===== config.mk =====
export PLATFORM = sky130hd
export DESIGN_NAME = thermal_false_color_palette_top
export DESIGN_NICKNAME = d
export VERILOG_FILES = /design/src/rtl/core/tfcp_pkg.sv /design/src/rtl/core/tfcp_front.sv /design/src/rtl/core/tfcp_queue.sv /design/src/rtl/core/tfcp_back.sv /design/src/rtl/core/thermal_false_color_palette_top.sv
export SDC_FILE = /design/constraint.sdc
export NUM_CORES = 2
export LEC_CHECK = 0
export BUFFER_PORTS_ARGS = -buffer_cell sky130_fd_sc_hd__buf_2
export CAP_MARGIN = 25
export CORE_ASPECT_RATIO = 1.5
export CORE_MARGIN = 2
export CORE_UTILIZATION = 45
export CTS_CLUSTER_SIZE = 8
export DETAILED_ROUTE_END_ITERATION = 7
export GPL_TIMING_DRIVEN = 0
export PLACE_DENSITY_LB_ADDON = 0.15
export SLEW_MARGIN = 20
export SYNTH_ARGS = -nofsm -noshare
export SYNTH_HDL_FRONTEND = slang
export SYNTH_SLANG_ARGS = --single-unit

===== constraint.sdc =====
create_clock -name clock -period 26.8 [get_ports clock]
set_clock_uncertainty 0.15 [all_clocks]
set_input_delay 1.34 -clock clock [delete_from_list [all_inputs] [get_ports clock]]
set_output_delay 1.34 -clock clock [all_outputs]
set_load 0.01 [all_outputs]

===== src/rtl/core/tfcp_pkg.sv =====
// shared constants, types and width helpers for the thermal false-color palette
package tfcp_pkg;

   localparam int FRACTION_BITS_DEF = 4;
   localparam int QUEUE_DEPTH_DEF   = 4;

   localparam int TEMP_W  = 13;
   localparam int CFG_W   = 9;
   localparam int LEVEL_W = 8;
   localparam int PIXEL_W = 16;
   localparam int QUO_W   = 8;

   // breakpoints in units of 1/10000 of the span
   localparam int FRAC_A   = 2121;
   localparam int FRAC_B   = 3182;
   localparam int FRAC_C   = 4242;
   localparam int FRAC_D   = 8182;
   localparam int FRAC_ONE = 10000;

   localparam logic [LEVEL_W-1:0] FULL_LEVEL = 8'd255;
   localparam logic [LEVEL_W-1:0] BLUE_CAP   = 8'd240;

   localparam logic CSR_MIN_TEMP = 1'b0;
   localparam logic CSR_MAX_TEMP = 1'b1;

   typedef enum logic [1:0] {
      MODE_ZERO,
      MODE_FULL,
      MODE_DIV
   } mode_type;

   typedef struct packed {
      mode_type red_mode;
      mode_type green_mode;
      mode_type blue_mode;
      logic     green_down;
      logic     blue_up;
   } ctrl_type;

   // signed width that holds every breakpoint and every scaled sample
   function automatic int cmp_width(int fb);
      return (fb + 24 > 27) ? fb + 24 : 27;
   endfunction

   // unsigned width of the largest ramp denominator
   function automatic int den_width(int fb);
      return fb + 21;
   endfunction

endpackage


===== src/rtl/core/tfcp_front.sv =====
// front end: scale registers, breakpoints, sample intake and ramp classification
module tfcp_front #(
   parameter int FRACTION_BITS = tfcp_pkg::FRACTION_BITS_DEF
) (
   input  logic                                             clock,
   input  logic                                             reset,
   input  logic                                             csr_we,
   input  logic                                             csr_addr,
   input  logic [tfcp_pkg::CFG_W-1:0]                       csr_wdata,
   input  logic                                             req_tvalid,
   output logic                                             req_tready,
   input  logic signed [tfcp_pkg::TEMP_W-1:0]               req_temp,
   output logic                                             push,
   input  logic                                             q_full,
   output tfcp_pkg::ctrl_type                               push_ctrl,
   output logic [tfcp_pkg::cmp_width(FRACTION_BITS)-1:0]    push_num_r,
   output logic [tfcp_pkg::cmp_width(FRACTION_BITS)-1:0]    push_num_g,
   output logic [tfcp_pkg::cmp_width(FRACTION_BITS)-1:0]    push_num_b,
   output logic [tfcp_pkg::den_width(FRACTION_BITS)-1:0]    den_red,
   output logic [tfcp_pkg::den_width(FRACTION_BITS)-1:0]    den_gup,
   output logic [tfcp_pkg::den_width(FRACTION_BITS)-1:0]    den_gdn,
   output logic [tfcp_pkg::den_width(FRACTION_BITS)-1:0]    den_bdn,
   output logic [tfcp_pkg::den_width(FRACTION_BITS)-1:0]    den_bup
);

   localparam int CW   = tfcp_pkg::cmp_width(FRACTION_BITS);
   localparam int DW   = tfcp_pkg::den_width(FRACTION_BITS);
   localparam int SW   = tfcp_pkg::CFG_W + FRACTION_BITS;
   localparam int UNIT = tfcp_pkg::FRAC_ONE * (1 << FRACTION_BITS);

   logic [tfcp_pkg::CFG_W-1:0] min_ff, min_in, max_ff, max_in, span;
   logic [SW-1:0]              s_val;
   logic [CW-1:0]              m_val;
   logic signed [CW-1:0]       bp_m_ff, bp_a_ff, bp_b_ff, bp_c_ff, bp_d_ff;
   logic signed [CW-1:0]       bp_m_in, bp_a_in, bp_b_in, bp_c_in, bp_d_in;
   logic [DW-1:0]              den_red_in, den_gup_in, den_gdn_in, den_bdn_in, den_bup_in;
   logic                       empty_ff, empty_in;

   logic                       front_valid_ff, front_valid_in;
   logic signed [CW-1:0]       t_ff, t_in;
   logic                       accept;

   // scale registers; writes feed the breakpoints in the same edge
   always_comb begin
      min_in = min_ff;
      max_in = max_ff;
      if (csr_we && csr_addr == tfcp_pkg::CSR_MIN_TEMP) begin
         min_in = csr_wdata;
      end
      if (csr_we && csr_addr == tfcp_pkg::CSR_MAX_TEMP) begin
         max_in = csr_wdata;
      end
   end

   assign span       = max_in - min_in;
   assign s_val      = SW'(span) << FRACTION_BITS;
   assign m_val      = CW'(min_in) * CW'(UNIT);
   assign empty_in   = (max_in <= min_in);
   assign bp_m_in    = $signed(m_val);
   assign bp_a_in    = $signed(m_val + CW'(s_val) * CW'(tfcp_pkg::FRAC_A));
   assign bp_b_in    = $signed(m_val + CW'(s_val) * CW'(tfcp_pkg::FRAC_B));
   assign bp_c_in    = $signed(m_val + CW'(s_val) * CW'(tfcp_pkg::FRAC_C));
   assign bp_d_in    = $signed(m_val + CW'(s_val) * CW'(tfcp_pkg::FRAC_D));
   assign den_red_in = DW'(s_val) * DW'(tfcp_pkg::FRAC_C - tfcp_pkg::FRAC_B);
   assign den_gup_in = DW'(s_val) * DW'(tfcp_pkg::FRAC_A);
   assign den_gdn_in = DW'(s_val) * DW'(tfcp_pkg::FRAC_D - tfcp_pkg::FRAC_C);
   assign den_bdn_in = DW'(s_val) * DW'(tfcp_pkg::FRAC_B - tfcp_pkg::FRAC_A);
   assign den_bup_in = DW'(s_val) * DW'(tfcp_pkg::FRAC_ONE - tfcp_pkg::FRAC_D);

   always_ff @(posedge clock) begin
      if (reset) begin
         min_ff <= '0;
         max_ff <= tfcp_pkg::CFG_W'(80);
      end else begin
         min_ff <= min_in;
         max_ff <= max_in;
      end
   end

   // derived values track the scale registers every cycle
   always_ff @(posedge clock) begin
      bp_m_ff  <= bp_m_in;
      bp_a_ff  <= bp_a_in;
      bp_b_ff  <= bp_b_in;
      bp_c_ff  <= bp_c_in;
      bp_d_ff  <= bp_d_in;
      den_red  <= den_red_in;
      den_gup  <= den_gup_in;
      den_gdn  <= den_gdn_in;
      den_bdn  <= den_bdn_in;
      den_bup  <= den_bup_in;
      empty_ff <= empty_in;
   end

   // intake register
   assign req_tready     = !front_valid_ff || !q_full;
   assign accept         = req_tvalid && req_tready;
   assign push           = front_valid_ff && !q_full;
   assign t_in           = CW'(req_temp) * $signed(CW'(tfcp_pkg::FRAC_ONE));
   assign front_valid_in = accept ? 1'b1 : (push ? 1'b0 : front_valid_ff);

   always_ff @(posedge clock) begin
      if (reset) begin
         front_valid_ff <= 1'b0;
      end else begin
         front_valid_ff <= front_valid_in;
      end
   end

   always_ff @(posedge clock) begin
      if (accept) begin
         t_ff <= t_in;
      end
   end

   // pick the ramp segment of each channel
   always_comb begin
      push_ctrl.red_mode   = tfcp_pkg::MODE_ZERO;
      push_ctrl.green_mode = tfcp_pkg::MODE_ZERO;
      push_ctrl.blue_mode  = tfcp_pkg::MODE_ZERO;
      push_ctrl.green_down = 1'b0;
      push_ctrl.blue_up    = 1'b0;
      push_num_r           = CW'(t_ff - bp_b_ff);
      push_num_g           = CW'(t_ff - bp_m_ff);
      push_num_b           = CW'(bp_b_ff - t_ff);
      if (!empty_ff) begin
         if (t_ff > bp_b_ff) begin
            push_ctrl.red_mode = tfcp_pkg::MODE_DIV;
         end
         if (t_ff > bp_m_ff && t_ff < bp_a_ff) begin
            push_ctrl.green_mode = tfcp_pkg::MODE_DIV;
         end else if (t_ff >= bp_a_ff && t_ff <= bp_c_ff) begin
            push_ctrl.green_mode = tfcp_pkg::MODE_FULL;
         end else if (t_ff > bp_c_ff && t_ff < bp_d_ff) begin
            push_ctrl.green_mode = tfcp_pkg::MODE_DIV;
            push_ctrl.green_down = 1'b1;
            push_num_g           = CW'(bp_d_ff - t_ff);
         end
         if (t_ff < bp_b_ff) begin
            push_ctrl.blue_mode = tfcp_pkg::MODE_DIV;
         end else if (t_ff > bp_d_ff) begin
            push_ctrl.blue_mode = tfcp_pkg::MODE_DIV;
            push_ctrl.blue_up   = 1'b1;
            push_num_b          = CW'(t_ff - bp_d_ff);
         end
      end
   end

endmodule


===== src/rtl/core/tfcp_queue.sv =====
// small first-in first-out queue between the front end and the divide pipeline
module tfcp_queue #(
   parameter int WIDTH = 8,
   parameter int DEPTH = tfcp_pkg::QUEUE_DEPTH_DEF
) (
   input  logic             clock,
   input  logic             reset,
   input  logic             push,
   input  logic [WIDTH-1:0] wdata,
   output logic             full,
   input  logic             pop,
   output logic [WIDTH-1:0] rdata,
   output logic             empty
);

   localparam int AW = (DEPTH > 1) ? $clog2(DEPTH) : 1;
   localparam int NW = $clog2(DEPTH + 1);

   logic [WIDTH-1:0] mem [DEPTH];
   logic [AW-1:0]    wr_ptr_ff, wr_ptr_in, rd_ptr_ff, rd_ptr_in;
   logic [NW-1:0]    count_ff, count_in;

   assign full  = (count_ff == NW'(DEPTH));
   assign empty = (count_ff == '0);
   assign rdata = mem[rd_ptr_ff];

   always_comb begin
      wr_ptr_in = wr_ptr_ff;
      rd_ptr_in = rd_ptr_ff;
      count_in  = count_ff;
      if (push) begin
         wr_ptr_in = (wr_ptr_ff == AW'(DEPTH - 1)) ? '0 : wr_ptr_ff + 1'b1;
      end
      if (pop) begin
         rd_ptr_in = (rd_ptr_ff == AW'(DEPTH - 1)) ? '0 : rd_ptr_ff + 1'b1;
      end
      if (push && !pop) begin
         count_in = count_ff + 1'b1;
      end else if (pop && !push) begin
         count_in = count_ff - 1'b1;
      end
   end

   always_ff @(posedge clock) begin
      if (reset) begin
         wr_ptr_ff <= '0;
         rd_ptr_ff <= '0;
         count_ff  <= '0;
      end else begin
         wr_ptr_ff <= wr_ptr_in;
         rd_ptr_ff <= rd_ptr_in;
         count_ff  <= count_in;
      end
   end

   always_ff @(posedge clock) begin
      if (push) begin
         mem[wr_ptr_ff] <= wdata;
      end
   end

endmodule


===== src/rtl/core/tfcp_back.sv =====
// back end: level scaling, eight-step restoring divide per channel, output register
module tfcp_back #(
   parameter int FRACTION_BITS = tfcp_pkg::FRACTION_BITS_DEF
) (
   input  logic                                          clock,
   input  logic                                          reset,
   input  logic                                          q_empty,
   output logic                                          pop,
   input  tfcp_pkg::ctrl_type                            pop_ctrl,
   input  logic [tfcp_pkg::cmp_width(FRACTION_BITS)-1:0] pop_num_r,
   input  logic [tfcp_pkg::cmp_width(FRACTION_BITS)-1:0] pop_num_g,
   input  logic [tfcp_pkg::cmp_width(FRACTION_BITS)-1:0] pop_num_b,
   input  logic [tfcp_pkg::den_width(FRACTION_BITS)-1:0] den_red,
   input  logic [tfcp_pkg::den_width(FRACTION_BITS)-1:0] den_gup,
   input  logic [tfcp_pkg::den_width(FRACTION_BITS)-1:0] den_gdn,
   input  logic [tfcp_pkg::den_width(FRACTION_BITS)-1:0] den_bdn,
   input  logic [tfcp_pkg::den_width(FRACTION_BITS)-1:0] den_bup,
   output logic                                          rsp_tvalid,
   input  logic                                          rsp_tready,
   output logic [tfcp_pkg::PIXEL_W-1:0]                  rsp_pixel,
   output logic [tfcp_pkg::LEVEL_W-1:0]                  rsp_red,
   output logic [tfcp_pkg::LEVEL_W-1:0]                  rsp_green,
   output logic [tfcp_pkg::LEVEL_W-1:0]                  rsp_blue
);

   localparam int CW = tfcp_pkg::cmp_width(FRACTION_BITS);
   localparam int RW = CW + tfcp_pkg::QUO_W;
   localparam int NS = tfcp_pkg::QUO_W;

   logic                        adv;
   logic [NS:0]                 v_ff;
   tfcp_pkg::ctrl_type          ctrl_ff [NS+1];
   logic [RW-1:0]               rem_ff  [NS+1][3];
   logic [tfcp_pkg::QUO_W-1:0]  quo_ff  [NS+1][3];
   logic                        sat_ff  [NS+1][3];
   logic [RW-1:0]               num_scaled [3];
   logic [CW-1:0]               num_raw [3];
   logic [tfcp_pkg::LEVEL_W-1:0] lvl [3];
   logic                        rsp_valid_ff;

   // whole pipeline moves unless a result waits at the output
   assign adv = !rsp_valid_ff || rsp_tready;
   assign pop = adv && !q_empty;

   assign num_raw[0] = pop_num_r;
   assign num_raw[1] = pop_num_g;
   assign num_raw[2] = pop_num_b;

   // 255 * n or 240 * n on the upper blue ramp
   always_comb begin
      num_scaled[0] = (RW'(num_raw[0]) << 8) - RW'(num_raw[0]);
      num_scaled[1] = (RW'(num_raw[1]) << 8) - RW'(num_raw[1]);
      num_scaled[2] = pop_ctrl.blue_up ? (RW'(num_raw[2]) << 8) - (RW'(num_raw[2]) << 4)
                                       : (RW'(num_raw[2]) << 8) - RW'(num_raw[2]);
   end

   always_ff @(posedge clock) begin
      if (reset) begin
         v_ff <= '0;
      end else if (adv) begin
         v_ff <= {v_ff[NS-1:0], pop};
      end
   end

   always_ff @(posedge clock) begin
      if (adv) begin
         ctrl_ff[0] <= pop_ctrl;
         for (int ch = 0; ch < 3; ch++) begin
            rem_ff[0][ch] <= num_scaled[ch];
            quo_ff[0][ch] <= '0;
            sat_ff[0][ch] <= 1'b0;
         end
      end
   end

   for (genvar k = 1; k <= NS; k++) begin : g_stage
      always_ff @(posedge clock) begin
         if (adv) begin
            ctrl_ff[k] <= ctrl_ff[k-1];
         end
      end
      for (genvar ch = 0; ch < 3; ch++) begin : g_chan
         logic [RW-1:0] den_ext, dsh, dtop;
         logic          ge, over;
         always_comb begin
            if (ch == 0) begin
               den_ext = RW'(den_red);
            end else if (ch == 1) begin
               den_ext = ctrl_ff[k-1].green_down ? RW'(den_gdn) : RW'(den_gup);
            end else begin
               den_ext = ctrl_ff[k-1].blue_up ? RW'(den_bup) : RW'(den_bdn);
            end
         end
         assign dsh  = den_ext << (NS - k);
         assign dtop = den_ext << NS;
         assign ge   = (rem_ff[k-1][ch] >= dsh);
         // quotient of 256 or more saturates; checked on the first step only
         assign over = (k == 1) ? (rem_ff[k-1][ch] >= dtop) : sat_ff[k-1][ch];
         always_ff @(posedge clock) begin
            if (adv) begin
               rem_ff[k][ch] <= ge ? rem_ff[k-1][ch] - dsh : rem_ff[k-1][ch];
               quo_ff[k][ch] <= {quo_ff[k-1][ch][tfcp_pkg::QUO_W-2:0], ge};
               sat_ff[k][ch] <= over;
            end
         end
      end
   end

   always_comb begin
      for (int ch = 0; ch < 3; ch++) begin
         lvl[ch] = sat_ff[NS][ch] ? tfcp_pkg::FULL_LEVEL : quo_ff[NS][ch];
      end
      if (ctrl_ff[NS].blue_up && lvl[2] > tfcp_pkg::BLUE_CAP) begin
         lvl[2] = tfcp_pkg::BLUE_CAP;
      end
      case (ctrl_ff[NS].red_mode)
         tfcp_pkg::MODE_ZERO: lvl[0] = '0;
         tfcp_pkg::MODE_FULL: lvl[0] = tfcp_pkg::FULL_LEVEL;
         tfcp_pkg::MODE_DIV:  lvl[0] = lvl[0];
         default:             lvl[0] = '0;
      endcase
      case (ctrl_ff[NS].green_mode)
         tfcp_pkg::MODE_ZERO: lvl[1] = '0;
         tfcp_pkg::MODE_FULL: lvl[1] = tfcp_pkg::FULL_LEVEL;
         tfcp_pkg::MODE_DIV:  lvl[1] = lvl[1];
         default:             lvl[1] = '0;
      endcase
      case (ctrl_ff[NS].blue_mode)
         tfcp_pkg::MODE_ZERO: lvl[2] = '0;
         tfcp_pkg::MODE_FULL: lvl[2] = tfcp_pkg::FULL_LEVEL;
         tfcp_pkg::MODE_DIV:  lvl[2] = lvl[2];
         default:             lvl[2] = '0;
      endcase
   end

   always_ff @(posedge clock) begin
      if (reset) begin
         rsp_valid_ff <= 1'b0;
      end else if (adv) begin
         rsp_valid_ff <= v_ff[NS];
      end
   end

   always_ff @(posedge clock) begin
      if (adv) begin
         rsp_red   <= lvl[0];
         rsp_green <= lvl[1];
         rsp_blue  <= lvl[2];
         rsp_pixel <= {lvl[0][7:3], lvl[1][7:2], lvl[2][7:3]};
      end
   end

   assign rsp_tvalid = rsp_valid_ff;

endmodule


===== src/rtl/core/thermal_false_color_palette_top.sv =====
// Thermal false-color palette: one temperature sample in, one RGB565 pixel out.
// Throughput is one sample per clock unless the output stalls; an eight-step
// restoring divide pipeline forms each color ramp. min_temp and max_temp are
// written through the csr port; the user writes them only while no sample is in
// flight, not enforced by the block itself. A scale with max_temp not above
// min_temp gives black pixels. The front end and the divide pipeline are joined
// by a short queue, so input and output back-pressure are absorbed separately.
module thermal_false_color_palette_top #(
   parameter int FRACTION_BITS = tfcp_pkg::FRACTION_BITS_DEF,
   parameter int QUEUE_DEPTH   = tfcp_pkg::QUEUE_DEPTH_DEF
) (
   input  logic        clock,
   input  logic        reset,
   input  logic        csr_we,
   input  logic        csr_addr,
   input  logic [8:0]  csr_wdata,
   input  logic        req_tvalid,
   output logic        req_tready,
   input  logic [15:0] req_tdata,   // temp_value[12:0]
   output logic        rsp_tvalid,
   input  logic        rsp_tready,
   output logic [39:0] rsp_tdata    // pixel_rgb565, red_level, green_level, blue_level
);

   localparam int CW = tfcp_pkg::cmp_width(FRACTION_BITS);
   localparam int DW = tfcp_pkg::den_width(FRACTION_BITS);
   localparam int QW = $bits(tfcp_pkg::ctrl_type) + 3 * CW;

   logic                   push, pop, q_full, q_empty;
   tfcp_pkg::ctrl_type     push_ctrl, pop_ctrl;
   logic [CW-1:0]          push_num_r, push_num_g, push_num_b;
   logic [CW-1:0]          pop_num_r, pop_num_g, pop_num_b;
   logic [DW-1:0]          den_red, den_gup, den_gdn, den_bdn, den_bup;
   logic [QW-1:0]          q_wdata, q_rdata;
   logic [15:0]            rsp_pixel;
   logic [7:0]             rsp_red, rsp_green, rsp_blue;

   tfcp_front #(.FRACTION_BITS(FRACTION_BITS)) u_front (
      .clock      (clock),
      .reset      (reset),
      .csr_we     (csr_we),
      .csr_addr   (csr_addr),
      .csr_wdata  (csr_wdata),
      .req_tvalid (req_tvalid),
      .req_tready (req_tready),
      .req_temp   ($signed(req_tdata[12:0])),
      .push       (push),
      .q_full     (q_full),
      .push_ctrl  (push_ctrl),
      .push_num_r (push_num_r),
      .push_num_g (push_num_g),
      .push_num_b (push_num_b),
      .den_red    (den_red),
      .den_gup    (den_gup),
      .den_gdn    (den_gdn),
      .den_bdn    (den_bdn),
      .den_bup    (den_bup)
   );

   assign q_wdata = {push_ctrl, push_num_r, push_num_g, push_num_b};
   assign {pop_ctrl, pop_num_r, pop_num_g, pop_num_b} = q_rdata;

   tfcp_queue #(.WIDTH(QW), .DEPTH(QUEUE_DEPTH)) u_queue (
      .clock (clock),
      .reset (reset),
      .push  (push),
      .wdata (q_wdata),
      .full  (q_full),
      .pop   (pop),
      .rdata (q_rdata),
      .empty (q_empty)
   );

   tfcp_back #(.FRACTION_BITS(FRACTION_BITS)) u_back (
      .clock      (clock),
      .reset      (reset),
      .q_empty    (q_empty),
      .pop        (pop),
      .pop_ctrl   (pop_ctrl),
      .pop_num_r  (pop_num_r),
      .pop_num_g  (pop_num_g),
      .pop_num_b  (pop_num_b),
      .den_red    (den_red),
      .den_gup    (den_gup),
      .den_gdn    (den_gdn),
      .den_bdn    (den_bdn),
      .den_bup    (den_bup),
      .rsp_tvalid (rsp_tvalid),
      .rsp_tready (rsp_tready),
      .rsp_pixel  (rsp_pixel),
      .rsp_red    (rsp_red),
      .rsp_green  (rsp_green),
      .rsp_blue   (rsp_blue)
   );

   assign rsp_tdata = {rsp_blue, rsp_green, rsp_red, rsp_pixel};

endmodule


==> results summary <==
The max-slew violation count came out at 0. The achievable frequency came out at 92.3 MHz. The number of cells traversed by the worst register-to-register path came out at 34. The critical path arrival came out at 11.41 ns. The ratio of final minimum period to clock period came out at 40.4%.

In this design, the critical path's most frequently occurring cell is ha_1. The CTS tree is built. The largest buffer count on any clock path came out at 4. The tightest min-delay check is of the flop to flop type.

Before CTS, the worst setup slack after placement is 15.10 ns. The final critical-path required period came out at 10.84 ns. The count of cells resized by post-cts repair is 0. The overall die area is 0.241 sq mm.

The sum of routed wire length over all layers came out at 309 mm. In the layout the commonest cells are 1297 x edfxtp_1, 1177 x ha_1, 771 x inv_1. The total number of yosys warnings is 0. The number of input and output port buffers inserted is 68. The total CTS buffers came out at 218.

The first TritonRoute pass finished after 6 iterations. The number of max-capacitance violations reported came out at 0. Setup violations remaining at the end of the flow were counted as 0.

The worst register-to-register path begins at u_front.min_ff[0]$_SDFF_PP0_. The worst hold path passes through 0 cells. The post-route worst hold slack came out at 0.206 ns.

The slack of the worst reg-to-reg path came out at 16.77 ns. In this run the horizontal extent of the chip is 402 um. For this design, the slowest cell found on the critical path is ha_1. The worst register-to-register path ends at u_front.bp_b_ff[24]$_DFF_P_.

The mean cell area of the mapped netlist is 10.5 sq um. The library cell used most frequently in the layout, excluding fill and tap cells, is edfxtp_1. The largest fanout on the critical path came out at 11. Relative to the synthesized area, the layout overhead comes to 10.2%. The number of DRC markers after the initial detailed-route iteration came out at 4261. The worst hold path terminates at u_back.sat_ff[2][1]$_DFFE_PP_.

The sum of negative setup slack came out at 0 ns. For this run, the leading register cell type out of synthesis is edfxtp_1. In this run, synthesis produced a sequential element count of 1520. The initial core utilization came out at 45.2%. The actual transition at the worst max-transition pin came out at 1.25 ns. The flow ran to the end, and the final reports show no timing, DRC or antenna violations. The worst setup path is launched from a primary input.

At the end of the flow, the number of nets in the layout was 11900. The sequential element share of the synthesized area is 40.7%. The routability congestion estimate from global placement is 0.968. The largest net degree at the start of global routing came out at 151.

The headroom to the max-slew limit is 16.4%. The H-tree was split into 4 levels. The count of endpoints failing hold in the final timing report is 0. The net count of the mapped netlist came out at 11600. The detailed-route vias per instance is 5.65. The worst hold path startpoint is u_back.sat_ff[1][1]$_DFFE_PP_. The HPWL after detailed placement is 249 mm. The worst setup path is captured at a flop.

The critical path data required time came out at 27.37 ns. The hold buffer count at cts is 0. The distinct cell type count after synthesis came out at 112. The number of instances in the synthesized netlist is 10200. In this run the count of I/O pins placed on the die edge is 73. For the worst-skew pair, the clock arrives at the later sink with an insertion delay of 0.86 ns. The via total after detailed routing is 77500. The via count of the first global-routing pass is 80200. The global-route wire length before repair is 469 mm.

Counting flops with an async set or reset pin after synthesis yields a share of 0%. For this run, the share of the core covered by cells in the final layout is 49.8%. The detail route stage leaves a number of antenna-violating nets equal to 0. The critical path in this run is classified as primary input to flop.

The total overflow reported by the global router is 0. The largest stage delay on the critical path came out at 0.74 ns. Setup repair after global routing left no endpoint under its margin. Counting every sink on the clock net gives 1520. The total core area is 0.236 sq mm. The site row count is 219. The post-detailed-route DRC marker count came out at 0.

The worst-case setup margin in the final layout came out at 15.96 ns. The initial antenna violation count is 8. The post-synth design cell area came out at 0.107 sq mm. The share of post-route cells with drive strength above 1 came out at 6.16%. Global routing used 25.2% of the available tracks. The routed wire length per instance is 22.5 um. The count of flip-flops with a built-in enable after synthesis is 1297.

From bottom edge to top edge, the die measures 601 um. The clock root buffer is clkbuf_16. Once the clock tree was built, the setup fixing pass inserted 0 buffers. The clock edge transition at the registers on the reported setup and hold paths is 0.05 ns.
routing by layer:
layer / GRT usage [%] / routed length (um) / up-vias
li1: - / - / 37900
met1: 26.7 / 115000 / 37300
met2: 47.3 / 161000 / 1622
met3: 2.38 / 9100 / 692
met4: 16.6 / 23100 / 0
met5: 0 / 0 / -
cells by family after synthesis:
family                   after synthesis  share of synthesized area [%]
AO/OA/AOI/OAI                       2472                           14.6
adder cells (fa/ha/maj)             1366                           17.3
AND/OR/NAND/NOR                     2447                           11.1
flip-flops                          1520                           40.7
multiplexers                         471                           5.39
buffers and inverters               1089                           3.99
XOR/XNOR                             844                           6.92
synthesized netlist by cell type (77+ instances only):
master / n / area, sq um
o21bai_1: 101 / 758
inv_1: 773 / 2900
nand2b_1: 154 / 963
nor3_1: 193 / 966
clkbuf_1: 161 / 604
xor2_1: 350 / 3070
a21o_1: 325 / 2440
mux4_2: 77 / 1730
o21ai_0: 636 / 3180
nor2_1: 618 / 2320
nand2_1: 710 / 2670
nand4_1: 93 / 582
a21oi_1: 722 / 3610
o21a_1: 126 / 946
buf_1: 90 / 338
dfxtp_1: 223 / 4460
fa_1: 186 / 3720
nor4_1: 79 / 494
nand3_1: 137 / 686
edfxtp_1: 1297 / 38900
ha_1: 1177 / 14700
nor2b_1: 130 / 813
xnor2_1: 494 / 4330
mux2i_1: 329 / 3290
a211oi_1: 81 / 608
worst max-delay path by stage:
| stage | end | from | slack, ns | depth (start not counted) |
|---|---|---|---|---|
| 2_1_floorplan | u_queue.count_ff[2]$_SDFFE_PP0P_ | rsp_tready | 11.77 | 9 |
| 3_3_place_gp | u_queue.count_ff[2]$_SDFFE_PP0P_ | rsp_tready | 6.14 | 10 |
| 3_5_place_dp | u_front.bp_b_ff[24]$_DFF_P_ | csr_addr | 15.10 | 37 |
| 4_1_cts | u_front.bp_b_ff[24]$_DFF_P_ | csr_addr | 15.96 | 37 |
| 5_1_grt | u_front.bp_b_ff[24]$_DFF_P_ | csr_addr | 15.29 | 37 |
| 6_report | u_front.bp_b_ff[24]$_DFF_P_ | csr_addr | 15.96 | 37 |
cell type report:
| class | instances | area [sq um] |
|---|---|---|
| fillers | 21500 | 119000 |
| multi-input cells | 7600 | 59200 |
| flip-flops and latches | 1520 | 43400 |
| clock buffers | 309 | 5930 |
| well taps | 3094 | 3870 |
| inverters | 778 | 2930 |
| plain buffers | 311 | 1350 |
| repair buffers | 99 | 921 |
| clock inverters | 6 | 66.3 |
| diodes | 13 | 32.5 |
registers in the layout, indices dropped and copies added, names as in the netlist, 4 cells and up, named ones only:
signal,cells
u_front.bp_a_ff,20
u_front.min_ff,9
u_front.den_gup,15
u_front.bp_d_ff,21
u_front.t_ff,24
u_back.rsp_red,4
u_front.bp_b_ff,22
u_back.v_ff,9
u_front.max_ff,9
u_back.rem_ff,760
u_back.sat_ff,24
u_back.ctrl_ff,53
u_front.bp_m_ff,19
u_front.den_red,18
u_queue.mem,304
u_front.den_gdn,15
u_back.quo_ff,108
u_back.rsp_pixel,15
u_front.bp_c_ff,20
u_front.den_bup,16
u_front.den_bdn,18
critical path, delay by kind of cell:
| family | cells | cell delay (ns) |
|---|---|---|
| adder cells (fa/ha/maj) | 10 | 4.51 |
| AO/OA/AOI/OAI | 12 | 2.76 |
| XOR/XNOR | 3 | 1.14 |
| AND/OR/NAND/NOR | 7 | 1.12 |
| buffers and inverters | 5 | 0.51 |
stage by stage:
step / area, sq um / std cells
after floorplan: 107000 / 10200
after global placement: 111000 / 13400
after detailed placement: 112000 / 13400
after CTS: 118000 / 13700
after global routing: 118000 / 13700
final: 118000 / 13700
Power is not shown: default switching activity piles up to over one toggle a cycle in this logic, so the estimate is an artifact.
